===== src/rtl/core/uer_pkg.sv =====
// Package for the ultrasonic echo ranger: configuration and result types,
// register indexes, reset values and timing constants. No dependencies.
package uer_pkg;

    // Microsecond ticks in one millisecond.
    localparam int unsigned TICKS_PER_MS = 1000;

    // Configuration register indexes.
    localparam logic [1:0] CFG_TRIGGER_TICKS   = 2'd0;
    localparam logic [1:0] CFG_RISE_TIMEOUT_MS = 2'd1;
    localparam logic [1:0] CFG_FALL_TIMEOUT_MS = 2'd2;
    localparam logic [1:0] CFG_DISTANCE_SHIFT  = 2'd3;

    // Reset values of the configuration registers.
    localparam logic [9:0] RST_TRIGGER_TICKS   = 10'd10;
    localparam logic [5:0] RST_RISE_TIMEOUT_MS = 6'd1;
    localparam logic [5:0] RST_FALL_TIMEOUT_MS = 6'd30;
    localparam logic [3:0] RST_DISTANCE_SHIFT  = 4'd6;

    typedef struct packed {
        logic [9:0] trigger_ticks;
        logic [5:0] rise_timeout_ms;
        logic [5:0] fall_timeout_ms;
        logic [3:0] distance_shift;
    } cfg_t;

    typedef struct packed {
        logic        trigger;
        logic        done_res;
        logic        timed_out;
        logic [15:0] distance;
        logic        busy_res;
    } res_t;

endpackage


===== src/rtl/core/uer_in_if.sv =====
// Input channel of the ultrasonic echo ranger: one tick per transfer.
// Standalone; no package needed.
interface uer_in_if;
    logic valid;
    logic ready;
    logic start_req;
    logic echo;

    modport source (output valid, output start_req, output echo, input ready);
    modport sink (input valid, input start_req, input echo, output ready);
endinterface


===== src/rtl/core/uer_out_if.sv =====
// Result channel of the ultrasonic echo ranger: one result per transfer.
// Standalone; no package needed.
interface uer_out_if;
    logic        valid;
    logic        ready;
    logic        trigger;
    logic        done_res;
    logic        timed_out;
    logic [15:0] distance;
    logic        busy_res;

    modport source (output valid, output trigger, output done_res, output timed_out,
                    output distance, output busy_res, input ready);
    modport sink (input valid, input trigger, input done_res, input timed_out,
                  input distance, input busy_res, output ready);
endinterface


===== src/rtl/core/uer_cfg_regs.sv =====
// Configuration register bank of the ultrasonic echo ranger.
// Depends on uer_pkg for the register type, indexes and reset values.
module uer_cfg_regs (
    input  logic              clk,
    input  logic              rst_n,
    input  logic              cfg_we,
    input  logic [1:0]        cfg_index,
    input  logic [9:0]        cfg_wdata,
    output uer_pkg::cfg_t     cfg
);
    import uer_pkg::*;

    cfg_t cfg_reg;
    cfg_t cfg_next;

    // Decode the write; each register takes the low bits of the write data.
    always_comb
    begin
        cfg_next = cfg_reg;
        if (cfg_we)
        begin
            case (cfg_index)
                CFG_TRIGGER_TICKS:   cfg_next.trigger_ticks   = cfg_wdata;
                CFG_RISE_TIMEOUT_MS: cfg_next.rise_timeout_ms = cfg_wdata[5:0];
                CFG_FALL_TIMEOUT_MS: cfg_next.fall_timeout_ms = cfg_wdata[5:0];
                CFG_DISTANCE_SHIFT:  cfg_next.distance_shift  = cfg_wdata[3:0];
                default:             cfg_next = cfg_reg;
            endcase
        end
    end

    always_ff @(posedge clk or negedge rst_n)
    begin
        if (!rst_n)
        begin
            cfg_reg.trigger_ticks   <= RST_TRIGGER_TICKS;
            cfg_reg.rise_timeout_ms <= RST_RISE_TIMEOUT_MS;
            cfg_reg.fall_timeout_ms <= RST_FALL_TIMEOUT_MS;
            cfg_reg.distance_shift  <= RST_DISTANCE_SHIFT;
        end
        else
        begin
            cfg_reg <= cfg_next;
        end
    end

    assign cfg = cfg_reg;

endmodule


===== src/rtl/core/uer_engine.sv =====
// Measurement sequencer of the ultrasonic echo ranger: phase, trigger count
// and elapsed time, advanced by one tick per step. Depends on uer_pkg.
module uer_engine (
    input  logic              clk,
    input  logic              rst_n,
    input  logic              step_en,
    input  logic              start_req,
    input  logic              echo,
    input  uer_pkg::cfg_t     cfg,
    output uer_pkg::res_t     res
);
    import uer_pkg::*;

    localparam logic [1:0] PH_IDLE = 2'd0;
    localparam logic [1:0] PH_TRIG = 2'd1;
    localparam logic [1:0] PH_RISE = 2'd2;
    localparam logic [1:0] PH_FALL = 2'd3;

    localparam logic [9:0] US_WRAP = 10'(TICKS_PER_MS);

    logic [1:0] phase_reg, phase_next;
    logic [9:0] trig_cnt_reg, trig_cnt_next;
    logic [5:0] ms_reg, ms_next;
    logic [9:0] us_reg, us_next;

    logic [9:0]  us_inc;
    logic [9:0]  us_adv;
    logic [5:0]  ms_adv;
    logic [9:0]  trig_cnt_inc;
    logic [15:0] scaled_time;

    // Elapsed time one tick on; microseconds wrap into milliseconds.
    always_comb
    begin
        us_inc = us_reg + 10'd1;
        if (us_inc >= US_WRAP)
        begin
            us_adv = '0;
            ms_adv = ms_reg + 6'd1;
        end
        else
        begin
            us_adv = us_inc;
            ms_adv = ms_reg;
        end
    end

    assign trig_cnt_inc = trig_cnt_reg + 10'd1;
    // Microseconds stay below 1024, so milliseconds times 1024 is a concatenation.
    assign scaled_time  = {ms_adv, us_adv};

    // Next phase and this tick's result.
    always_comb
    begin
        phase_next    = phase_reg;
        trig_cnt_next = trig_cnt_reg;
        ms_next       = ms_reg;
        us_next       = us_reg;
        res           = '0;
        case (phase_reg)
            PH_IDLE:
            begin
                if (start_req)
                begin
                    res.trigger   = 1'b1;
                    trig_cnt_next = 10'd1;
                    if (10'd1 >= cfg.trigger_ticks)
                    begin
                        phase_next = PH_RISE;
                        ms_next    = '0;
                        us_next    = '0;
                    end
                    else
                    begin
                        phase_next = PH_TRIG;
                    end
                end
            end
            PH_TRIG:
            begin
                res.trigger   = 1'b1;
                trig_cnt_next = trig_cnt_inc;
                if (trig_cnt_inc >= cfg.trigger_ticks || trig_cnt_inc == 10'd0)
                begin
                    phase_next = PH_RISE;
                    ms_next    = '0;
                    us_next    = '0;
                end
            end
            PH_RISE:
            begin
                if (echo)
                begin
                    phase_next = PH_FALL;
                    ms_next    = '0;
                    us_next    = '0;
                end
                else
                begin
                    ms_next = ms_adv;
                    us_next = us_adv;
                    if (ms_adv >= cfg.rise_timeout_ms)
                    begin
                        res.done_res  = 1'b1;
                        res.timed_out = 1'b1;
                        phase_next    = PH_IDLE;
                    end
                end
            end
            PH_FALL:
            begin
                ms_next = ms_adv;
                us_next = us_adv;
                // A falling echo wins over a timeout reached on the same tick.
                if (!echo)
                begin
                    res.done_res = 1'b1;
                    res.distance = scaled_time >> cfg.distance_shift;
                    phase_next   = PH_IDLE;
                end
                else if (ms_adv >= cfg.fall_timeout_ms)
                begin
                    res.done_res  = 1'b1;
                    res.timed_out = 1'b1;
                    phase_next    = PH_IDLE;
                end
            end
            default:
            begin
                phase_next = PH_IDLE;
            end
        endcase
        res.busy_res = (phase_next != PH_IDLE);
    end

    always_ff @(posedge clk or negedge rst_n)
    begin
        if (!rst_n)
        begin
            phase_reg    <= PH_IDLE;
            trig_cnt_reg <= '0;
            ms_reg       <= '0;
            us_reg       <= '0;
        end
        else if (step_en)
        begin
            phase_reg    <= phase_next;
            trig_cnt_reg <= trig_cnt_next;
            ms_reg       <= ms_next;
            us_reg       <= us_next;
        end
    end

endmodule


===== src/rtl/core/ultrasonic_echo_ranger.sv =====
// Ultrasonic echo ranger. Each input transfer is one microsecond tick carrying a
// start request and the sampled echo level; each tick yields exactly one result
// transfer with the trigger level, completion, timeout and distance. Ticks are
// taken one per clock cycle, back to back, while the result side is not stalled;
// a tick passes an input register and the sequencer logic into a result register,
// from which its result is offered until it is taken. Configuration writes take
// effect on the next clock edge and are meant to be made while no measurement is
// running.
module ultrasonic_echo_ranger (
    input  logic        clk,
    input  logic        rst_n,
    uer_in_if.sink      in_ch,
    uer_out_if.source   out_ch,
    input  logic        cfg_we,
    input  logic [1:0]  cfg_index,
    input  logic [9:0]  cfg_wdata
);
    import uer_pkg::*;

    cfg_t cfg;
    res_t res;
    res_t res_reg;

    logic in_valid_reg, in_valid_next;
    logic in_start_reg;
    logic in_echo_reg;
    logic out_valid_reg, out_valid_next;
    logic out_free;
    logic step_en;
    logic in_xfer;

    uer_cfg_regs u_cfg (
        .clk       (clk),
        .rst_n     (rst_n),
        .cfg_we    (cfg_we),
        .cfg_index (cfg_index),
        .cfg_wdata (cfg_wdata),
        .cfg       (cfg)
    );

    uer_engine u_engine (
        .clk       (clk),
        .rst_n     (rst_n),
        .step_en   (step_en),
        .start_req (in_start_reg),
        .echo      (in_echo_reg),
        .cfg       (cfg),
        .res       (res)
    );

    // Flow control: a tick steps when the result register is free or drained.
    assign out_free     = !out_valid_reg || out_ch.ready;
    assign step_en      = in_valid_reg && out_free;
    assign in_ch.ready  = !in_valid_reg || step_en;
    assign in_xfer      = in_ch.valid && in_ch.ready;

    always_comb
    begin
        in_valid_next = in_valid_reg;
        if (in_xfer)
        begin
            in_valid_next = 1'b1;
        end
        else if (step_en)
        begin
            in_valid_next = 1'b0;
        end
    end

    always_comb
    begin
        out_valid_next = out_valid_reg;
        if (step_en)
        begin
            out_valid_next = 1'b1;
        end
        else if (out_ch.ready)
        begin
            out_valid_next = 1'b0;
        end
    end

    // Control state.
    always_ff @(posedge clk or negedge rst_n)
    begin
        if (!rst_n)
        begin
            in_valid_reg  <= 1'b0;
            out_valid_reg <= 1'b0;
        end
        else
        begin
            in_valid_reg  <= in_valid_next;
            out_valid_reg <= out_valid_next;
        end
    end

    // Input and result payload registers.
    always_ff @(posedge clk)
    begin
        if (in_xfer)
        begin
            in_start_reg <= in_ch.start_req;
            in_echo_reg  <= in_ch.echo;
        end
        if (step_en)
        begin
            res_reg <= res;
        end
    end

    assign out_ch.valid     = out_valid_reg;
    assign out_ch.trigger   = res_reg.trigger;
    assign out_ch.done_res  = res_reg.done_res;
    assign out_ch.timed_out = res_reg.timed_out;
    assign out_ch.distance  = res_reg.distance;
    assign out_ch.busy_res  = res_reg.busy_res;

endmodule


===== src/flat_wrapper.sv =====
// flat-port wrapper written by rule: the top's interface ports become plain ports
module ultrasonic_echo_ranger_flat import uer_pkg::*;
  (clk, rst_n, cfg_we, cfg_index, cfg_wdata, in_ch_valid, in_ch_start_req, in_ch_echo, in_ch_ready, out_ch_valid, out_ch_trigger, out_ch_done_res, out_ch_timed_out, out_ch_distance, out_ch_busy_res, out_ch_ready);
  uer_in_if in_ch_i ();
  uer_out_if out_ch_i ();
  input  logic clk;
  input  logic rst_n;
  input  logic cfg_we;
  input  logic [1:0] cfg_index;
  input  logic [9:0] cfg_wdata;
  input wire logic [$bits(in_ch_i.valid)-1:0] in_ch_valid;
  input wire logic [$bits(in_ch_i.start_req)-1:0] in_ch_start_req;
  input wire logic [$bits(in_ch_i.echo)-1:0] in_ch_echo;
  output wire logic [$bits(in_ch_i.ready)-1:0] in_ch_ready;
  output wire logic [$bits(out_ch_i.valid)-1:0] out_ch_valid;
  output wire logic [$bits(out_ch_i.trigger)-1:0] out_ch_trigger;
  output wire logic [$bits(out_ch_i.done_res)-1:0] out_ch_done_res;
  output wire logic [$bits(out_ch_i.timed_out)-1:0] out_ch_timed_out;
  output wire logic [$bits(out_ch_i.distance)-1:0] out_ch_distance;
  output wire logic [$bits(out_ch_i.busy_res)-1:0] out_ch_busy_res;
  input wire logic [$bits(out_ch_i.ready)-1:0] out_ch_ready;
  assign in_ch_i.valid = in_ch_valid;
  assign in_ch_i.start_req = in_ch_start_req;
  assign in_ch_i.echo = in_ch_echo;
  assign in_ch_ready = in_ch_i.ready;
  assign out_ch_valid = out_ch_i.valid;
  assign out_ch_trigger = out_ch_i.trigger;
  assign out_ch_done_res = out_ch_i.done_res;
  assign out_ch_timed_out = out_ch_i.timed_out;
  assign out_ch_distance = out_ch_i.distance;
  assign out_ch_busy_res = out_ch_i.busy_res;
  assign out_ch_i.ready = out_ch_ready;
  ultrasonic_echo_ranger u_core (.clk(clk), .rst_n(rst_n), .in_ch(in_ch_i), .out_ch(out_ch_i), .cfg_we(cfg_we), .cfg_index(cfg_index), .cfg_wdata(cfg_wdata));
endmodule

===== config.mk =====
export PLATFORM = sky130hd
export DESIGN_NAME = ultrasonic_echo_ranger_flat
export DESIGN_NICKNAME = d
export VERILOG_FILES = /design/src/rtl/core/uer_pkg.sv /design/src/rtl/core/uer_in_if.sv /design/src/rtl/core/uer_out_if.sv /design/src/rtl/core/uer_cfg_regs.sv /design/src/rtl/core/uer_engine.sv /design/src/rtl/core/ultrasonic_echo_ranger.sv /design/src/flat_wrapper.sv
export SDC_FILE = /design/constraint.sdc
export NUM_CORES = 1
export LEC_CHECK = 0
export BUFFER_PORTS_ARGS = -buffer_cell sky130_fd_sc_hd__buf_4
export CORE_ASPECT_RATIO = 1.4
export CORE_MARGIN = 4
export CORE_UTILIZATION = 40
export DETAILED_ROUTE_END_ITERATION = 10
export GPL_ROUTABILITY_DRIVEN = 0
export PLACE_DENSITY = 0.56
export SYNTH_ARGS = -nofsm -noshare
export SYNTH_HDL_FRONTEND = slang
export SYNTH_SLANG_ARGS = --single-unit

===== constraint.sdc =====
create_clock -name clk -period 3.3 [get_ports clk]
set_input_delay 0.165 -clock clk [delete_from_list [all_inputs] [get_ports clk]]
set_output_delay 0.165 -clock clk [all_outputs]
set_load 0.01 [all_outputs]

==> results.txt <==
The run finished with clean final reports. At the pin with the least slew margin, the transition time is 0.8912 ns. The clock latency at the later pin of the worst-skew pair is about 0.34 ns. The die width came out at 104.8 um. The worst min-delay path class is input port to flop.

In the synthesized netlist the dominant register cell turns out to be dfrtp_1. The minimum setup slack in the final design is ~0.041 ns. The leakage component of the power came out at roughly 2.8 nW. The detailed-routing iteration count for the pre-antenna-repair pass came out at 4. Setup repair after global routing could not meet its margin everywhere. The initial utilization of the core area, before any placement, comes to 40.79%. The number of top-level pins came out at 41.

The average wire per standard cell is 17.73 um. In the final layout, flip-flops and latches occupy 2081 um2. The fraction of registers with async set or reset after synthesis came out at 71.79%. At the worst endpoint, the arrival time is 3.36 ns.

The synthesized design devotes to its leading area cell type about 22% of total area. The area of the die came out at 15,050 um2. After detailed routing, the total wire length is 14,450 um. The via total after detailed routing came out at 4,707. The net count of the finished layout is 702. The synthesized netlist cell count came out at about 580.

The first global-routing pass estimated 22,920 um of wire. The number of antenna diodes came out at 0. The sequential-to-total area share from yosys stat came out at 39.48%.

The via count of the first global-routing pass came to 4,674. The row count is 49. By area, the combinational part of the netlist is dominated by simple AND/OR/NAND/NOR gates. The xor/xnor share of the synthesized area is roughly 2.7%. Clock tree synthesis selected as its root buffer the cell clkbuf_16.

For the worst setup path, the data required time is 3.40 ns. The total grt overflow is 0. During synthesis, Yosys emitted a total of 0 warnings. In the post-synthesis netlist, the biggest area contributors are dfrtp_1 22%, edfxtp_1 13%, ha_1 6.2%. The residual DRC count is 0. For this run, the total global-route usage over all layers was measured as 19.26%. The synthesized netlist devotes roughly a fifth of its cell area to compound gates.

The core occupancy in the finished layout came out at slightly above 50%. The synthesized netlist devotes 19.99% of its cell area to simple gates. The H-tree generated during clock tree synthesis spans 3 levels. The layout filler cell count came out at ~1,200.

TritonCTS built the clock tree. The post-synth design cell area came out at 5251 um2. The fraction of the cycle the final worst path needs came out at 98.74%. The number of endpoints with negative hold slack in the final report is 0.

The finished layout holds 815 standard cells, fillers aside. The number of library cell types mapped by synthesis came out at 70. The register with the most flip-flops in the layout has 26 of them.

The multi-input combinational cells in the finished layout cover a total of 3030 um2. The critical path is of the flop to flop type. The maximum fanout count along the critical path came out at 8. Counting flops and latches in the post-synthesis netlist gives 78. The average instance in the mapped netlist occupies 9.117 um2. The count of pins over their slew limit came to 0. The placeable core region came out at 12,870 um2.

The worst setup path is launched from a flop. In the final layout, the share of cells above drive strength 1 is roughly 30%. The portion of synthesized area spent on multiplexers is approximately 6.4%.

Static timing analysis puts the maximum clock frequency at approximately 310 MHz. The pin count of the biggest net entering global routing came out at 57. The violation count after the first detailed-route iteration came out at 150.

In this run the tool buffered the top-level ports with 40 buffer cells. Clock-pin slew was measured on the worst setup and hold paths at ~0.070 ns. The worst-case IR drop observed on VDD is 277.2 uV.

The worst setup path is captured at a flop. The largest buffer count on any clock path came out at 2. Setup violations remaining at the end of the flow were counted as 0.

The number of nets produced by synthesis came out at 621. Once detail routing completed, the nets flagged for antenna violations numbered 0. Measured against its own limit, the worst slew margin works out to roughly two fifths.

Summing the areas of all fa, ha and maj instances in the mapped netlist gives 6.195% of the synthesized area. The number of violations of the max-capacitance limit came out at 0. The post-route minimum period came out at between 3 and 4 ns. The area growth from synthesis to layout is 24.73%. The post-detailed-route via-to-cell ratio came out at 5.775. The die span in y came out at 143.6 um.

Clock tree synthesis inserted a total of 9 buffers. At the placement stage, the worst setup path has a slack of -0.1380 ns. Detailed placement ended at an HPWL of roughly 11,000 um. The power density relative to cell area came out at just under 500 nW/um2. Summed over all instances, the cell type with the most area after synthesis is dfrtp_1. The number of antenna violations at the first check in global routing was 0.

The count of clock tree sinks is 78. The setup skew after layout came out at 0.007994 ns. The total negative slack for setup checks came out at 0 ns. Including well taps, the total number of placed cells is 785. The number of enable flip-flop cells after synthesis came out at 22.
[cells by family after synthesis]
group / after synthesis
AND/OR/NAND/NOR: 202
AO/OA/AOI/OAI: 151
flip-flops: 78
buffers and inverters: 73
multiplexers: 30
adder cells (fa/ha/maj): 26
XOR/XNOR: 16
[Yosys cell counts (10+ instances only)]
| cell type | count |
|---|---|
| mux2i_1 | 10 |
| a21oi_1 | 33 |
| nor2_1 | 49 |
| mux2_2 | 19 |
| clkbuf_1 | 19 |
| nand3_1 | 32 |
| inv_1 | 36 |
| edfxtp_1 | 22 |
| nand2_1 | 47 |
| dfrtp_1 | 47 |
| o21ai_0 | 45 |
| ha_1 | 26 |
| nor3_1 | 15 |
[power by group]
part / total [W] / switching [W] / internal, W
sequential: 0.00129 / 0.000146 / 0.00115
clock: 0.000954 / 0.000434 / 0.000520
combinational: 0.000990 / 0.000572 / 0.000418
[cell type report]
class	instances	share of cell area [%]
Inverter	38	2.216
Multi-Input combinational cell	425	46.27
Sequential cell	78	31.77
Timing Repair Buffer	105	12.49
Clock inverter	7	0.8978
Clock buffer	9	3.438
Tap cell	153	2.923
[layer usage]
metal	wire length (um)	share of wire (%)	up-vias	GRT usage, %
li1	-	-	2263	-
met1	5558	38	2290	20.39
met2	7875	55	119	36.52
met3	421	2.9	35	2.652
met4	590	4.1	0	10.85
met5	0	0	-	0
[what timing repair did]
| action | CTS | global route |
|---|---|---|
| pin swaps | 14 | 13 |
| hold buffers | 4 | 0 |
| gates resized for setup | 18 | 23 |
| cloned | 0 | 0 |
| hold endpoints to repair | 50 | 0 |
| endpoints found under the setup margin | 5 | 9 |
| buffers inserted | 2 | 8 |
[layout by cell type, fill, tap and decap left out, types with 8 or more instances in the layout]
master	synthesis	layout
and3_1	8	8
a21oi_1	33	27
inv_1	36	34
xnor2_1	9	8
a21oi_2	2	8
o21ai_0	45	40
ha_1	26	22
mux2_2	19	19
dfrtp_1	47	41
nor2_1	49	47
clkbuf_16	0	9
nand3_1	32	32
nand2_1	47	46
dfstp_2	9	9
buf_4	1	98
edfxtp_1	22	22
nor3_1	15	13
mux2i_1	10	10
[metrics by stage]
stage / hold slack [ns] / cell area [um2] / power (W)
after floorplan: -0.1306 / 5281 / 0.001886
after global placement: 0.2768 / 5989 / 0.002204
after detailed placement: 0.2864 / 5989 / 0.002229
after CTS: 0.008817 / 6391 / 0.003219
after global routing: 0.03039 / 6550 / 0.003417
final: 0.02542 / 6550 / 0.003235
[path summary, 6_finish.rpt]
| kind | from | end | slack (ns) | depth (start not counted) |
|---|---|---|---|---|
| worst min register to register | u_core.in_valid_reg | u_core.out_ch.valid | 0.50 | 1 |
| worst max register to register | u_core.u_engine.us_reg[1] | u_core.out_ch.timed_out | 0.04 | 18 |
| min in group asynchronous | rst_n | u_core.u_engine.us_reg[6] | 0.42 | 2 |
| max in group asynchronous | rst_n | u_core.u_engine.us_reg[4] | 2.34 | 2 |
| worst min-delay path | cfg_wdata[8] | u_core.u_cfg.cfg[24] | 0.03 | 3 |
| worst max-delay path | u_core.u_engine.us_reg[1] | u_core.out_ch.timed_out | 0.04 | 18 |
[critical path, cell delays in order (launching register included)]
cell and delay [ns]:
dfrtp_2 0.40, buf_4 0.13, nand3_4 0.14, nor4_4 0.30
a21oi_2 0.11, a22o_4 0.29, nor3_4 0.18, or2_4 0.17
inv_4 0.04, ha_1 0.25, nand2b_1 0.16, a21oi_2 0.14
nor2b_1 0.06, o21ai_1 0.18, a21oi_2 0.09, o21ai_1 0.16
nor2_1 0.06, a21oi_1 0.12, nor2b_1 0.05
Power figures use the tool's default switching activity.
